**src/sv/lqe_pkg.sv**
```systemverilog
// Shared types, codes and constants of the link quality estimator.
package lqe_pkg;

   localparam int WINDOW_MAX_DEF = 64;
   localparam int LOOP_LEN_DEF   = 50;
   localparam int CFG_W          = 7;
   localparam int DIV_W          = 16;
   localparam int RATIO_CAP      = 99;
   localparam int PERCENT        = 100;

   localparam logic [2:0] REQ_SAMPLE = 3'd0;
   localparam logic [2:0] REQ_TICK   = 3'd1;
   localparam logic [2:0] REQ_RECV   = 3'd2;
   localparam logic [2:0] REQ_CONF   = 3'd3;
   localparam logic [2:0] REQ_CLEAR  = 3'd4;

   localparam logic [1:0] CSR_WINDOW_LEN    = 2'd0;
   localparam logic [1:0] CSR_RISING_FACTOR = 2'd1;
   localparam logic [1:0] CSR_USE_RATIO     = 2'd2;
   localparam logic [1:0] CSR_FULL_SCALE    = 2'd3;

   typedef enum logic [2:0] {
      OP_SAMPLE,
      OP_TICK,
      OP_RECV,
      OP_CONF,
      OP_CLEAR,
      OP_NONE
   } op_type;

   typedef struct packed {
      op_type             op;
      logic signed [7:0]  sample;
      logic [31:0]        loop_id;
   } cmd_type;

   typedef struct packed {
      logic [CFG_W-1:0] window_len;
      logic [CFG_W-1:0] rising_factor;
      logic             use_delivery_ratio;
      logic [CFG_W-1:0] rssi_full_scale;
   } cfg_type;

endpackage

```
**src/sv/lqe_ram.sv**
```systemverilog
// Generic single-port-write, registered-read RAM.
module lqe_ram #(
   parameter int WIDTH = 8,
   parameter int DEPTH = 64
) (
   input  logic                     clock,
   input  logic                     wr_en,
   input  logic [$clog2(DEPTH)-1:0] wr_addr,
   input  logic [WIDTH-1:0]         wr_data,
   input  logic [$clog2(DEPTH)-1:0] rd_addr,
   output logic [WIDTH-1:0]         rd_data
);

   logic [WIDTH-1:0] mem_ff [DEPTH];
   logic [WIDTH-1:0] rd_data_ff;

   always_ff @(posedge clock) begin
      if (wr_en) begin
         mem_ff[wr_addr] <= wr_data;
      end
      rd_data_ff <= mem_ff[rd_addr];
   end

   assign rd_data = rd_data_ff;

endmodule

```
**src/sv/lqe_div.sv**
```systemverilog
// Restoring unsigned divider, one quotient bit per cycle.
module lqe_div #(
   parameter int W = 16
) (
   input  logic         clock,
   input  logic         reset,
   input  logic         start,
   input  logic [W-1:0] dividend,
   input  logic [W-1:0] divisor,
   output logic         done,
   output logic [W-1:0] quotient
);

   localparam int CW = $clog2(W);

   logic         busy_ff;
   logic         done_ff;
   logic [CW-1:0] cnt_ff;
   logic [W-1:0] rem_ff;
   logic [W-1:0] quo_ff;
   logic [W-1:0] dvs_ff;
   logic [W:0]   shifted;
   logic [W:0]   trial;

   assign shifted = {rem_ff, quo_ff[W-1]};
   assign trial   = shifted - {1'b0, dvs_ff};

   always_ff @(posedge clock) begin
      if (reset) begin
         busy_ff <= 1'b0;
         done_ff <= 1'b0;
         cnt_ff  <= '0;
      end else begin
         done_ff <= !start && busy_ff && (cnt_ff == '0);
         if (start) begin
            busy_ff <= 1'b1;
            cnt_ff  <= CW'(W - 1);
            rem_ff  <= '0;
            quo_ff  <= dividend;
            dvs_ff  <= divisor;
         end else if (busy_ff) begin
            if (!trial[W]) begin
               rem_ff <= trial[W-1:0];
               quo_ff <= {quo_ff[W-2:0], 1'b1};
            end else begin
               rem_ff <= shifted[W-1:0];
               quo_ff <= {quo_ff[W-2:0], 1'b0};
            end
            if (cnt_ff == '0) begin
               busy_ff <= 1'b0;
            end else begin
               cnt_ff <= cnt_ff - 1'b1;
            end
         end
      end
   end

   assign done     = done_ff;
   assign quotient = quo_ff;

endmodule

```
**src/sv/lqe_front.sv**
```systemverilog
// Front end: accepts request items, classifies them and queues commands.
module lqe_front (
   input  logic               clock,
   input  logic               reset,
   input  logic               req_valid,
   output logic               req_stall,
   input  logic [2:0]         req_type,
   input  logic signed [15:0] req_sample_value,
   input  logic [31:0]        req_loop_id,
   output logic               cmd_valid,
   output lqe_pkg::cmd_type   cmd,
   input  logic               cmd_pop
);

   import lqe_pkg::*;

   cmd_type    cmd_in;
   cmd_type    queue_ff [2];
   logic       wr_ptr_ff;
   logic       rd_ptr_ff;
   logic [1:0] count_ff;
   logic       push;

   always_comb begin
      cmd_in.sample  = req_sample_value[7:0];
      cmd_in.loop_id = req_loop_id;
      case (req_type)
         REQ_SAMPLE: cmd_in.op = OP_SAMPLE;
         REQ_TICK:   cmd_in.op = OP_TICK;
         REQ_RECV:   cmd_in.op = OP_RECV;
         // Only a negative confidence value has any effect.
         REQ_CONF:   cmd_in.op = req_sample_value[15] ? OP_CONF : OP_NONE;
         REQ_CLEAR:  cmd_in.op = OP_CLEAR;
         default:    cmd_in.op = OP_NONE;
      endcase
   end

   assign req_stall = reset || (count_ff == 2'd2);
   assign push      = req_valid && !req_stall;
   assign cmd_valid = (count_ff != 2'd0);
   assign cmd       = queue_ff[rd_ptr_ff];

   always_ff @(posedge clock) begin
      if (reset) begin
         wr_ptr_ff <= 1'b0;
         rd_ptr_ff <= 1'b0;
         count_ff  <= 2'd0;
      end else begin
         if (push) begin
            wr_ptr_ff <= !wr_ptr_ff;
         end
         if (cmd_pop) begin
            rd_ptr_ff <= !rd_ptr_ff;
         end
         case ({push, cmd_pop})
            2'b10:   count_ff <= count_ff + 2'd1;
            2'b01:   count_ff <= count_ff - 2'd1;
            default: count_ff <= count_ff;
         endcase
      end
   end

   always_ff @(posedge clock) begin
      if (push) begin
         queue_ff[wr_ptr_ff] <= cmd_in;
      end
   end

endmodule

```
**src/sv/lqe_back.sv**
```systemverilog
// Back end: executes queued commands on the sample ring and the loop window.
module lqe_back #(
   parameter int WINDOW_MAX = lqe_pkg::WINDOW_MAX_DEF,
   parameter int LOOP_LEN   = lqe_pkg::LOOP_LEN_DEF
) (
   input  logic              clock,
   input  logic              reset,
   input  lqe_pkg::cfg_type  cfg,
   input  logic              cmd_valid,
   input  lqe_pkg::cmd_type  cmd,
   output logic              cmd_pop,
   output logic              rsp_valid,
   input  logic              rsp_stall,
   output logic signed [7:0] rsp_quality,
   output logic signed [7:0] rsp_avg_signal,
   output logic [6:0]        rsp_delivery_ratio
);

   import lqe_pkg::*;

   localparam int AW    = $clog2(WINDOW_MAX);
   localparam int NW    = $clog2(WINDOW_MAX + 1);
   localparam int SUM_W = AW + 8;
   localparam int LIW   = $clog2(LOOP_LEN);
   localparam int CNTW  = $clog2(LOOP_LEN + 1);
   localparam int EW    = (NW > CFG_W) ? NW : CFG_W;

   typedef enum logic [3:0] {
      S_IDLE,
      S_PDIV,
      S_FILL,
      S_WRITE,
      S_SUM,
      S_ASTART,
      S_ADIV,
      S_RSTART,
      S_QUAL,
      S_QDIV,
      S_OUT
   } state_type;

   function automatic logic [6:0] ratio_of(input int count);
      int r;
      r = count * PERCENT / LOOP_LEN;
      return (r > RATIO_CAP) ? 7'(RATIO_CAP) : 7'(r);
   endfunction

   state_type               state_ff;
   cmd_type                 cmd_ff;
   logic                    primed_ff;
   logic signed [7:0]       avg_ff;
   logic [NW-1:0]           wi_ff;
   logic [NW-1:0]           end_ff;
   logic [NW-1:0]           idx_ff;
   logic                    pend_ff;
   logic signed [SUM_W-1:0] sum_ff;
   logic [LOOP_LEN-1:0]     bits_ff;
   logic [LIW-1:0]          lidx_ff;
   logic [CNTW-1:0]         cnt_ff;
   logic [6:0]              ratio_ff;
   logic [31:0]             last_ff;
   logic signed [7:0]       qual_ff;
   logic                    neg_ff;
   logic                    div_run_ff;
   logic [DIV_W-1:0]        div_a_ff;
   logic [DIV_W-1:0]        div_b_ff;
   logic                    rsp_valid_ff;
   logic signed [7:0]       rsp_quality_ff;
   logic signed [7:0]       rsp_avg_signal_ff;
   logic [6:0]              rsp_delivery_ratio_ff;

   logic [EW-1:0]           wl;
   logic [NW-1:0]           n_eff;
   logic [CFG_W-1:0]        f_eff;
   logic [CFG_W-1:0]        fs_eff;
   logic [NW-1:0]           wi_in;
   logic [LIW-1:0]          lidx_in;
   logic [7:0]              avg_mag;
   logic [SUM_W-1:0]        sum_mag;
   logic                    div_start;
   logic                    div_done;
   logic [DIV_W-1:0]        div_quo;
   logic                    ram_we;
   logic [AW-1:0]           ram_wa;
   logic [7:0]              ram_wd;
   logic [7:0]              ram_rd;
   logic [6:0]              ratio_lut [LOOP_LEN+1];

   // The delivery ratio depends only on the count of set bits, so it comes from a fixed table.
   for (genvar g = 0; g <= LOOP_LEN; g++) begin : g_ratio
      assign ratio_lut[g] = ratio_of(g);
   end

   always_comb begin
      wl = EW'(cfg.window_len);
      if (wl == '0) begin
         n_eff = NW'(1);
      end else if (wl > EW'(WINDOW_MAX)) begin
         n_eff = NW'(WINDOW_MAX);
      end else begin
         n_eff = NW'(wl);
      end
      f_eff   = (cfg.rising_factor == '0) ? CFG_W'(1) : cfg.rising_factor;
      fs_eff  = (cfg.rssi_full_scale == '0) ? CFG_W'(1) : cfg.rssi_full_scale;
      wi_in   = ((wi_ff + 1'b1) >= n_eff) ? '0 : wi_ff + 1'b1;
      lidx_in = (lidx_ff == LIW'(LOOP_LEN - 1)) ? '0 : lidx_ff + 1'b1;
      avg_mag = avg_ff[7] ? 8'(-avg_ff) : avg_ff;
      sum_mag = sum_ff[SUM_W-1] ? SUM_W'(-sum_ff) : SUM_W'(sum_ff);
   end

   // The divider is started in the first cycle of each division state.
   assign div_start = (state_ff inside {S_PDIV, S_ADIV, S_QDIV}) && !div_run_ff;

   // The prefill sweep writes every entry; otherwise the new sample is written once.
   always_comb begin
      ram_we = 1'b0;
      ram_wa = wi_ff[AW-1:0];
      ram_wd = cmd_ff.sample;
      if (state_ff == S_FILL) begin
         ram_we = 1'b1;
         ram_wa = idx_ff[AW-1:0];
         ram_wd = (idx_ff < end_ff) ? cmd_ff.sample : 8'd0;
      end else if (state_ff == S_WRITE) begin
         ram_we = 1'b1;
      end
   end

   lqe_ram #(
      .WIDTH (8),
      .DEPTH (WINDOW_MAX)
   ) u_ring (
      .clock   (clock),
      .wr_en   (ram_we),
      .wr_addr (ram_wa),
      .wr_data (ram_wd),
      .rd_addr (idx_ff[AW-1:0]),
      .rd_data (ram_rd)
   );

   lqe_div #(
      .W (DIV_W)
   ) u_div (
      .clock    (clock),
      .reset    (reset),
      .start    (div_start),
      .dividend (div_a_ff),
      .divisor  (div_b_ff),
      .done     (div_done),
      .quotient (div_quo)
   );

   assign cmd_pop = (state_ff == S_IDLE) && cmd_valid;

   always_ff @(posedge clock) begin
      if (reset) begin
         state_ff     <= S_IDLE;
         primed_ff    <= 1'b0;
         avg_ff       <= '0;
         wi_ff        <= '0;
         bits_ff      <= '1;
         lidx_ff      <= '0;
         cnt_ff       <= CNTW'(LOOP_LEN);
         ratio_ff     <= '0;
         last_ff      <= '0;
         div_run_ff   <= 1'b0;
         rsp_valid_ff <= 1'b0;
         pend_ff      <= 1'b0;
      end else begin
         div_run_ff <= (state_ff inside {S_PDIV, S_ADIV, S_QDIV});
         if (rsp_valid_ff && !rsp_stall && state_ff != S_OUT) begin
            rsp_valid_ff <= 1'b0;
         end
         case (state_ff)
            S_IDLE: begin
               if (cmd_valid) begin
                  cmd_ff <= cmd;
                  case (cmd.op)
                     OP_SAMPLE: begin
                        if (!primed_ff) begin
                           div_a_ff <= DIV_W'(n_eff);
                           div_b_ff <= DIV_W'(f_eff);
                           state_ff <= S_PDIV;
                        end else begin
                           wi_ff    <= wi_in;
                           state_ff <= S_WRITE;
                        end
                     end
                     OP_TICK: begin
                        if (cmd.loop_id != last_ff) begin
                           lidx_ff          <= lidx_in;
                           bits_ff[lidx_in] <= 1'b0;
                           if (bits_ff[lidx_in]) begin
                              cnt_ff <= cnt_ff - 1'b1;
                           end
                           last_ff  <= cmd.loop_id;
                           state_ff <= S_RSTART;
                        end else begin
                           state_ff <= S_QUAL;
                        end
                     end
                     OP_RECV: begin
                        bits_ff[lidx_ff] <= 1'b1;
                        if (!bits_ff[lidx_ff]) begin
                           cnt_ff <= cnt_ff + 1'b1;
                        end
                        state_ff <= S_RSTART;
                     end
                     OP_CONF: begin
                        // Clearing the lowest set bit is a mask with the value minus one.
                        if (bits_ff != '0) begin
                           bits_ff <= bits_ff & (bits_ff - 1'b1);
                           cnt_ff  <= cnt_ff - 1'b1;
                        end
                        state_ff <= S_RSTART;
                     end
                     OP_CLEAR: begin
                        primed_ff <= 1'b0;
                        avg_ff    <= '0;
                        state_ff  <= S_QUAL;
                     end
                     default: state_ff <= S_QUAL;
                  endcase
               end
            end
            S_PDIV: begin
               if (div_done) begin
                  end_ff   <= NW'(div_quo);
                  idx_ff   <= '0;
                  sum_ff   <= '0;
                  state_ff <= S_FILL;
               end
            end
            S_FILL: begin
               if (idx_ff < end_ff) begin
                  sum_ff <= sum_ff + {{(SUM_W-8){cmd_ff.sample[7]}}, cmd_ff.sample};
               end
               idx_ff <= idx_ff + 1'b1;
               if (idx_ff == NW'(WINDOW_MAX - 1)) begin
                  wi_ff     <= end_ff;
                  primed_ff <= 1'b1;
                  state_ff  <= S_ASTART;
               end
            end
            S_WRITE: begin
               idx_ff   <= '0;
               pend_ff  <= 1'b0;
               sum_ff   <= '0;
               state_ff <= S_SUM;
            end
            S_SUM: begin
               // Read data arrives in the cycle after its address.
               if (idx_ff < n_eff) begin
                  idx_ff  <= idx_ff + 1'b1;
                  pend_ff <= 1'b1;
               end else begin
                  pend_ff <= 1'b0;
               end
               if (pend_ff) begin
                  sum_ff <= sum_ff + {{(SUM_W-8){ram_rd[7]}}, ram_rd};
               end
               if (idx_ff == n_eff && !pend_ff) begin
                  state_ff <= S_ASTART;
               end
            end
            S_ASTART: begin
               div_a_ff <= DIV_W'(sum_mag);
               div_b_ff <= DIV_W'(n_eff);
               neg_ff   <= sum_ff[SUM_W-1];
               state_ff <= S_ADIV;
            end
            S_ADIV: begin
               if (div_done) begin
                  avg_ff   <= neg_ff ? 8'(-div_quo[7:0]) : div_quo[7:0];
                  state_ff <= S_QUAL;
               end
            end
            S_RSTART: begin
               ratio_ff <= ratio_lut[cnt_ff];
               state_ff <= S_QUAL;
            end
            S_QUAL: begin
               if (cfg.use_delivery_ratio) begin
                  qual_ff  <= {1'b0, ratio_ff};
                  state_ff <= S_OUT;
               end else if ($signed({avg_ff[7], avg_ff}) > $signed({2'b00, fs_eff})) begin
                  qual_ff  <= 8'(RATIO_CAP);
                  state_ff <= S_OUT;
               end else begin
                  div_a_ff <= DIV_W'(avg_mag) * DIV_W'(RATIO_CAP);
                  div_b_ff <= DIV_W'(fs_eff);
                  neg_ff   <= avg_ff[7];
                  state_ff <= S_QDIV;
               end
            end
            S_QDIV: begin
               if (div_done) begin
                  if (neg_ff) begin
                     qual_ff <= (div_quo > DIV_W'(128)) ? -8'sd128 : 8'(-div_quo[7:0]);
                  end else begin
                     qual_ff <= (div_quo > DIV_W'(RATIO_CAP)) ? 8'(RATIO_CAP) : div_quo[7:0];
                  end
                  state_ff <= S_OUT;
               end
            end
            S_OUT: begin
               if (!rsp_valid_ff || !rsp_stall) begin
                  rsp_valid_ff          <= 1'b1;
                  rsp_quality_ff        <= qual_ff;
                  rsp_avg_signal_ff     <= avg_ff;
                  rsp_delivery_ratio_ff <= ratio_ff;
                  state_ff              <= S_IDLE;
               end
            end
            default: state_ff <= S_IDLE;
         endcase
      end
   end

   assign rsp_valid          = rsp_valid_ff;
   assign rsp_quality        = rsp_quality_ff;
   assign rsp_avg_signal     = rsp_avg_signal_ff;
   assign rsp_delivery_ratio = rsp_delivery_ratio_ff;

endmodule

```
**src/sv/link_quality_estimator_core.sv**
```systemverilog
// Top level of the link quality estimator: configuration registers and the two halves.
//
// Request items (req_) carry a type code, a signal or confidence value and a loop id.
// Every accepted item yields exactly one result item on rsp_: the link quality, the
// averaged signal strength and the loop delivery ratio, in request order.
// Configuration (csr_) is a plain write port, to be used only while the block is idle.
// A two-entry command queue sits between the front end and the back end, so requests
// are taken while the back end is busy or a result is waiting.
// The work per item depends on its kind: loop events, confidence values and resets of
// the average need at most one division; a signal sample also sums an n-entry window
// through the single read port of the sample ring, and the first sample after reset or
// a clear first sweeps the whole ring. All divisions use one shared divider.
// Items are processed one at a time: the back end takes no new command until the
// result of the previous one has been loaded into the rsp_ outputs.
// Reset empties the queue, drops any pending result and restores register defaults.
// While the receiver stalls, the result holds and the back end waits once it has
// another one ready; the queue then fills and req_stall rises.
module link_quality_estimator_core #(
   parameter int WINDOW_MAX = lqe_pkg::WINDOW_MAX_DEF,
   parameter int LOOP_LEN   = lqe_pkg::LOOP_LEN_DEF
) (
   input  logic                     clock,
   input  logic                     reset,
   input  logic                     req_valid,
   output logic                     req_stall,
   input  logic [2:0]               req_type,
   input  logic signed [15:0]       req_sample_value,
   input  logic [31:0]              req_loop_id,
   output logic                     rsp_valid,
   input  logic                     rsp_stall,
   output logic signed [7:0]        rsp_quality,
   output logic signed [7:0]        rsp_avg_signal,
   output logic [6:0]               rsp_delivery_ratio,
   input  logic                     csr_write_enable,
   input  logic [1:0]               csr_index,
   input  logic [lqe_pkg::CFG_W-1:0] csr_wdata
);

   import lqe_pkg::*;

   cfg_type cfg_ff;
   logic    cmd_valid;
   cmd_type cmd;
   logic    cmd_pop;

   always_ff @(posedge clock) begin
      if (reset) begin
         cfg_ff.window_len         <= CFG_W'(16);
         cfg_ff.rising_factor      <= CFG_W'(1);
         cfg_ff.use_delivery_ratio <= 1'b0;
         cfg_ff.rssi_full_scale    <= CFG_W'(60);
      end else if (csr_write_enable) begin
         case (csr_index)
            CSR_WINDOW_LEN:    cfg_ff.window_len         <= csr_wdata;
            CSR_RISING_FACTOR: cfg_ff.rising_factor      <= csr_wdata;
            CSR_USE_RATIO:     cfg_ff.use_delivery_ratio <= csr_wdata[0];
            CSR_FULL_SCALE:    cfg_ff.rssi_full_scale    <= csr_wdata;
            default:           cfg_ff                    <= cfg_ff;
         endcase
      end
   end

   lqe_front u_front (
      .clock            (clock),
      .reset            (reset),
      .req_valid        (req_valid),
      .req_stall        (req_stall),
      .req_type         (req_type),
      .req_sample_value (req_sample_value),
      .req_loop_id      (req_loop_id),
      .cmd_valid        (cmd_valid),
      .cmd              (cmd),
      .cmd_pop          (cmd_pop)
   );

   lqe_back #(
      .WINDOW_MAX (WINDOW_MAX),
      .LOOP_LEN   (LOOP_LEN)
   ) u_back (
      .clock              (clock),
      .reset              (reset),
      .cfg                (cfg_ff),
      .cmd_valid          (cmd_valid),
      .cmd                (cmd),
      .cmd_pop            (cmd_pop),
      .rsp_valid          (rsp_valid),
      .rsp_stall          (rsp_stall),
      .rsp_quality        (rsp_quality),
      .rsp_avg_signal     (rsp_avg_signal),
      .rsp_delivery_ratio (rsp_delivery_ratio)
   );

   // No result may be shown straight after reset.
   a_no_rsp_after_reset: assert property (@(posedge clock)
      $past(reset) |-> !rsp_valid)
      else $error("result valid right after reset");

   // The back end only takes a command that the queue actually holds.
   a_pop_has_cmd: assert property (@(posedge clock) disable iff (reset)
      cmd_pop |-> cmd_valid)
      else $error("command taken from an empty queue");

   a_ratio_cap: assert property (@(posedge clock) disable iff (reset)
      rsp_valid |-> rsp_delivery_ratio <= 7'd99)
      else $error("delivery ratio above cap");

   a_quality_cap: assert property (@(posedge clock) disable iff (reset)
      rsp_valid |-> rsp_quality <= 8'sd99)
      else $error("quality above cap");

endmodule

```
**config.mk**
```make
export PLATFORM = sky130hd
export DESIGN_NAME = link_quality_estimator_core
export DESIGN_NICKNAME = d
export VERILOG_FILES = /design/src/sv/lqe_pkg.sv /design/src/sv/lqe_ram.sv /design/src/sv/lqe_div.sv /design/src/sv/lqe_front.sv /design/src/sv/lqe_back.sv /design/src/sv/link_quality_estimator_core.sv
export SDC_FILE = /design/constraint.sdc
export NUM_CORES = 2
export LEC_CHECK = 0
export BUFFER_PORTS_ARGS = -buffer_cell sky130_fd_sc_hd__buf_2
export CAP_MARGIN = 10
export CORE_MARGIN = 2
export CORE_UTILIZATION = 55
export CTS_CLUSTER_SIZE = 8
export DETAILED_ROUTE_END_ITERATION = 12
export PLACE_DENSITY = 0.83
export SKIP_CTS_REPAIR_TIMING = 1
export SYNTH_ARGS = -nofsm -noshare
export SYNTH_HDL_FRONTEND = slang
export SYNTH_HIERARCHICAL = 1
export SYNTH_SLANG_ARGS = --single-unit
```
**constraint.sdc**
```tcl
create_clock -name clock -period 4.65 [get_ports clock]
set_input_delay 0.93 -clock clock [delete_from_list [all_inputs] [get_ports clock]]
set_output_delay 0.93 -clock clock [all_outputs]
set_load 0.01 [all_outputs]
```
# Word-level counts from Yosys, hierarchy flattened
# Memories as Yosys holds them, arrays and structs flattened. A register that Yosys moved wholly into a read port is not among the register bits.
# Cells that the tools add are included.
# word_totals
reg_bits,297
ram_bits,598
mem_bits_ro,448
in_bits,65
word_cells,296
n_memories,3
# memory_table
memory,depth,width,rd,rd_ports_with_merged_regs,write_ports,line,source
u_back.u_ring.mem_ff,64,8,1,1,1,lqe_ram.sv:14,logic [WIDTH-1:0] mem_ff [DEPTH];
(name not given),64,7,1,1,0,lqe_back.sv:278,ratio_ff <= ratio_lut[cnt_ff];
u_front.queue_ff,2,43,1,1,1,lqe_front.sv:18,cmd_type queue_ff [2];
# op_classes
add_sub_neg,15
n_mul,1
order_cmp,11
eq_ne,51
muxes,110
bitwise_logic,6
reduce_logical,64
# ops
cell,count
two-way mux 16 bit,14
one-hot mux 50 bit (3 select lines),1
two-way mux 8 bit,13
bitwise AND 50 bit,2
two-way mux 50 bit,2
one-hot mux 16 bit (3 select lines),2
two-way mux 7 bit,11
two-way mux 14 bit,4
one-hot mux 14 bit (4 select lines),1
inverter 50 bit,1
OR 50 bit,1
nonzero test 50 bit,1
"subtractor 50 x 1 -> 50 bit, second input constant",1
two-way mux 4 bit,12
one-hot mux 4 bit (11 select lines),1
two-way mux 6 bit,6
inequality test 32 bit,1
one-hot mux 8 bit (2 select lines),2
adder 14 bit,2
one-hot mux 7 bit (4 select lines),1
two-way mux 1 bit,25
"inequality test 2 bit, second input constant",12
AND reduction 4 bit,6
logical NOT 7 bit,3
59 further kinds,133

# Longest topological paths before layout
# depth
depth_word,10
depth_mapped,16

# Modules after synthesis
# Netlist, hierarchy kept.
# modules_own_cells
mod,n_inst,cells_per_inst,area_per_inst_um2,seq_area_each_um2
lqe_ram,1,972,20190.6,15534.9
lqe_back,1,1629,14252.4,5185.0
lqe_front,1,163,3342.0,2682.6
lqe_div,1,267,3021.6,1561.5
link_quality_estimator_core,1,91,935.9,440.4

# Worst setup path before layout
# OpenSTA, ideal clock, no wires.
# synth_path
path_type,register to register
startpoint,reg u_back.idx_ff[1]
endpoint,mem u_back.u_ring.mem_ff[0][0] (data pin)
arrival_ns,4.409
t_required_ns,3.927
setup_slack_ns,-0.482
stages_incl_launch_ff,9
path_buffers,0
cell_sequence,edfxtp_1 -> ha_1 -> a21o_1 -> a21o_1 -> a21o_1 -> a21o_1 -> a21o_1 -> a21o_1 -> a21boi_0
# synth_between
elab_chain_len,3
# synth_lines
element,line,source
start: declaration,lqe_back.sv:54,logic [NW-1:0] idx_ff;
start signal: assignment,lqe_back.sv:237,idx_ff <= idx_ff + 1'b1;
start signal: assignment,lqe_back.sv:253,idx_ff <= idx_ff + 1'b1;
less-than comparator 7 bit,lqe_back.sv:122,ram_wd = (idx_ff < end_ff) ? cmd_ff.sample : 8'd0;
two-way mux 8 bit,lqe_back.sv:122,
two-way mux 8 bit,lqe_back.sv:119,if (state_ff == S_FILL) begin
net u_back.ram_wd[0],lqe_back.sv:85,logic [7:0] ram_wd;
end: declaration,lqe_ram.sv:14,
# The timed path passes the listed nets, and every way through them passes these cells.

# Worst setup path in the final report
# layout_path
startpoint,reg u_back.avg_ff[3]
endpoint,reg u_back.div_a_ff[12] (data pin)
# layout_between
elab_chain_len,6
# layout_lines
element,line,source
start: declaration,lqe_back.sv:51,logic signed [7:0] avg_ff;
start signal: assignment,lqe_back.sv:273,avg_ff <= neg_ff ? 8'(-div_quo[7:0]) : div_quo[7:0];
negator 8 bit,lqe_back.sv:107,avg_mag = avg_ff[7] ? 8'(-avg_ff) : avg_ff;
two-way mux 8 bit *,lqe_back.sv:107,
multiplier 8 x 7 -> 15 bit *,lqe_back.sv:289,div_a_ff <= DIV_W'(avg_mag) * DIV_W'(RATIO_CAP);
two-way mux 16 bit *,lqe_back.sv:285,"end else if ($signed({avg_ff[7], avg_ff}) > $signed({2'b00, fs_eff})) begin"
two-way mux 16 bit *,lqe_back.sv:282,if (cfg.use_delivery_ratio) begin
one-hot mux 16 bit (3 select lines) *,lqe_back.sv:173,case (state_ff)
end signal: assignment,lqe_back.sv:180,div_a_ff <= DIV_W'(n_eff);
end signal: assignment,lqe_back.sv:266,div_a_ff <= DIV_W'(sum_mag);
end signal: assignment,lqe_back.sv:289,
end: declaration,lqe_back.sv:65,logic [DIV_W-1:0] div_a_ff;
# Mark *: on every way between the ends. The rest lies on a longest branch, timed or not. The select of a mux whose other input is x is not followed.
# A chain may end at the register's enable or synchronous reset.

==> results by group <==
Run status
  – Status: complete, no violations

Synth
  – Mapped Cells: 3122
  – Post-synth EDFFs: 736
  – Asr flop ratio synth: 0%
  – Yosys synthesis warning count: 6
  – Post-synthesis sequential area ratio: 60.9%
  – Post-Syn Area: 41700 um^2
  – Synth unique cells: 96
  – Post-Syn Area per Cell: 13.4 um^2
  – Ys flop type: edfxtp_1
  – #FFs+latches synth: 901

Drt
  – Total number of vias: 27900
  – # DRC: 0
  – Avg Vias per Cell: 6.49
  – First-pass detailed-route iteration total: 6
  – ANT nets after route: 0
  – Wire length per cell: 24.5 um
  – DRT iter0 DRCs: 3597
  – Post-Route WL: 105 mm

GRT
  – Vias in the first global route: 27600
  – Total Routing Usage GR: 27.0%
  – Largest net degree at the start of global routing: 127
  – Total gr overflow: 0
  – Initial antenna violation count: 2
  – First-pass GRT wire length: 162 mm

Clock tree
  – CTS tree: done
  – CTS buffer count: 130
  – Clk_lat worst skew: 0.74 ns
  – Clock Pin Slew Worst Setup and Hold Paths: 0.05 ns
  – Clock Path Buffers: 3
  – Root buf cell: clkbuf_16
  – H-tree levels: 4
  – Clk sink count: 901

Cells and area
  – Area Overhead vs Synth: 12.9%
  – Layout cells sized above 1: 16.9%
  – Final core utilization: 62.4%
  – Register area: 25400 um^2
  – Number of nets in the layout: 3444
  – Filler instances: 5379
  – Multi-input gate area: 15500 um^2

Timing
  – RSZ-0062 raised after global routing: no
  – Final setup viols: 0
  – Skew final: 0.0430 ns
  – Fmax: 228 MHz
  – Final hold violation count: 0
  – Tcrit/Tclk final: 94.2%
  – Tmin final: 4.38 ns
  – Worst-Margin Slew: 1.06 ns
  – Slew HR: 29.0%
  – Max Slew Vio Count: 0
  – Final worst setup slack: 0.270 ns

Setup path
  – Crit path DAT: 4.85 ns
  – Worst R2R Setup Slack: 0.27 ns
  – Required @ worst endpoint: 5.11 ns
  – Startpoint Class: flip-flop
  – Critical path class: flip-flop to flip-flop
  – RR Endpoint: u_back/div_a_ff[12]$_DFFE_PP_
  – CP Max Fanout: 7
  – CP endpoint kind: flip-flop
  – R2r startpoint: u_back/avg_ff[3]$_SDFFE_PP0P_
  – Cells on worst reg2reg path: 13

Placed design
  – Input/output buffers: 82
  – Dpl ws: 0.208 ns
  – RePlAce Congestion: 0.989
  – DP HPWL: 64.6 mm

Worst hold path
  – Hold Path Class: input pin to flip-flop
  – HP Start: req_sample_value[5]
  – WHS Path Cells: 1
  – WHS Endpoint: u_front/queue_ff[0][37]$_DFFE_PP_

Floorplan
  – Die height: 279 um
  – Starting Density: 55.2%
  – Row count: 101
  – Die width: 279 um
  – Top-level port count: 90
  – Core area: 75600 um^2
  – Die area: 78100 um^2

Power
  – Lkg Pwr: 16.5 nW
  – PwrDens: 499 nW/um^2
  – VDD IR max: 0.361 mV

Run
  – Max-cap violation count: 0
==> power by group <==
group / leakage (nW) / switching [mW] / internal (mW) / total, mW
registers: 8.00 / 0.283 / 9.56 / 9.85
clock network: 1.79 / 3.50 / 5.17 / 8.68
logic: 6.68 / 3.11 / 1.89 / 5.00
total: 16.5 / 6.89 / 16.6 / 23.5
==> cell families (layout without fill, tap and decap cells) <==
| group | after synthesis | count (layout) | synth area share (%) |
|---|---|---|---|
| buffers and inverters | 234 | 420 | 2.50 |
| other | 1 | 12 | 0.00898 |
| AO/OA/AOI/OAI | 567 | 567 | 9.03 |
| AND/OR/NAND/NOR | 892 | 892 | 10.4 |
| adder cells (fa/ha/maj) | 117 | 117 | 3.63 |
| multiplexers | 299 | 299 | 11.3 |
| XOR/XNOR | 111 | 111 | 2.33 |
| flip-flops | 901 | 901 | 60.9 |
==> cells in the final DEF, fill, tap and decap left out, types with 22 or more instances in the layout <==
cell	count
a21o_1	32
xnor2_1	77
a21oi_1	161
nor3_1	60
edfxtp_1	736
buf_2	81
clkbuf_16	131
nand4_1	22
mux4_2	128
nand2b_1	50
clkbuf_1	42
nand2_1	182
o21bai_1	41
o22ai_1	33
nor2b_1	32
o21ai_0	72
xor2_1	33
o221ai_1	22
inv_1	76
dfxtp_1	164
a22oi_1	42
ha_1	110
buf_4	69
nor2_1	324
nor4_1	22
nand3_1	54
mux2i_1	100
mux2_2	70
==> cells in the mapped netlist (32+ instances only) <==
cell	instances	area, um^2
mux4_2	128	2880
o21ai_0	72	360
o21bai_1	41	308
o22ai_1	33	206
a21o_1	32	240
clkbuf_1	90	338
a21oi_1	162	811
a22oi_1	42	315
mux2_2	70	788
inv_1	76	285
ha_1	110	1380
mux2i_1	100	1000
dfxtp_1	165	3300
nand2b_1	50	313
nor2b_1	32	200
xor2_1	33	289
nor3_1	60	300
edfxtp_1	736	22100
nand2_1	182	683
nor2_1	329	1230
xnor2_1	78	683
nand3_1	54	270
==> worst max-delay path by stage <==
stage	from	end	slack [ns]
final	u_back/avg_ff[3]$_SDFFE_PP0P_	u_back/div_a_ff[12]$_DFFE_PP_	0.27
after global routing	u_back/avg_ff[3]$_SDFFE_PP0P_	u_back/div_a_ff[13]$_DFFE_PP_	0.05
after CTS	u_back/avg_ff[3]$_SDFFE_PP0P_	u_back/div_a_ff[12]$_DFFE_PP_	0.18
after detailed placement	u_back/avg_ff[3]$_SDFFE_PP0P_	u_back/div_a_ff[12]$_DFFE_PP_	0.21
after global placement	u_back/avg_ff[3]$_SDFFE_PP0P_	u_back/div_a_ff[12]$_DFFE_PP_	0.25
after floorplan	u_back/idx_ff[1]$_SDFFCE_PN0P_	u_back/u_ring/mem_ff[0][0]$_DFFE_PP_	-0.48
==> cell type report <==
cell class	count	area share [%]
inverters	79	0.629
clock inverters	14	0.658
diodes	2	0.0106
repair buffers	154	2.13
well taps	978	2.60
flip-flops and latches	901	53.9
clock buffers	173	7.29
multi-input cells	1996	32.8
==> flip-flops by register name, indices dropped and copies added (netlist names), 15 cells and up, named ones only <==
signal and cells:
u_back/u_ring/mem_ff 512, u_front/queue_ff 86, u_back/bits_ff 50, u_back/last_ff 32, cfg_ff 22, u_back/u_div/dvs_ff 16, u_back/u_div/quotient 16, u_back/u_div/rem_ff 16
u_back/div_a_ff 15
==> stage by stage <==
| step | TNS, ns | power [mW] | hold WS, ns | instances | area (um^2) |
|---|---|---|---|---|---|
| after floorplan | -246.86 | 13.5 | 0.400 | 3131 | 41800 |
| after global routing | 0 | 24.4 | 0.365 | 4297 | 47100 |
| final | 0 | 23.5 | 0.382 | 4297 | 47100 |
| after detailed placement | 0 | 14.8 | 0.405 | 4108 | 43400 |
| after global placement | 0 | 14.7 | 0.401 | 4108 | 43400 |
| after CTS | 0 | 23.6 | 0.353 | 4295 | 47100 |
==> metal layers <==
metal | GRT usage, % | vias to the layer above | part of all wire [%]
met4 | 11.8 | 0 | 4.0
met1 | 35.3 | 13700 | 38
met3 | 5.82 | 328 | 10
li1 | - | 12200 | -
met5 | 0 | - | 0
met2 | 43.8 | 1680 | 48
==> worst max-delay path, stage by stage (launching register included) <==
cell	delay, ns
dfxtp_1	0.39
or3_1	0.45
o21ai_0	0.22
xor2_1	0.23
inv_1	0.16
fa_1	0.52
ha_1	0.33
fa_1	0.47
ha_1	0.36
and2_1	0.18
o311ai_1	0.34
nand3b_1	0.15
xor2_1	0.16
a22o_1	0.17
No activity file was read; power rests on OpenSTA's default activity.
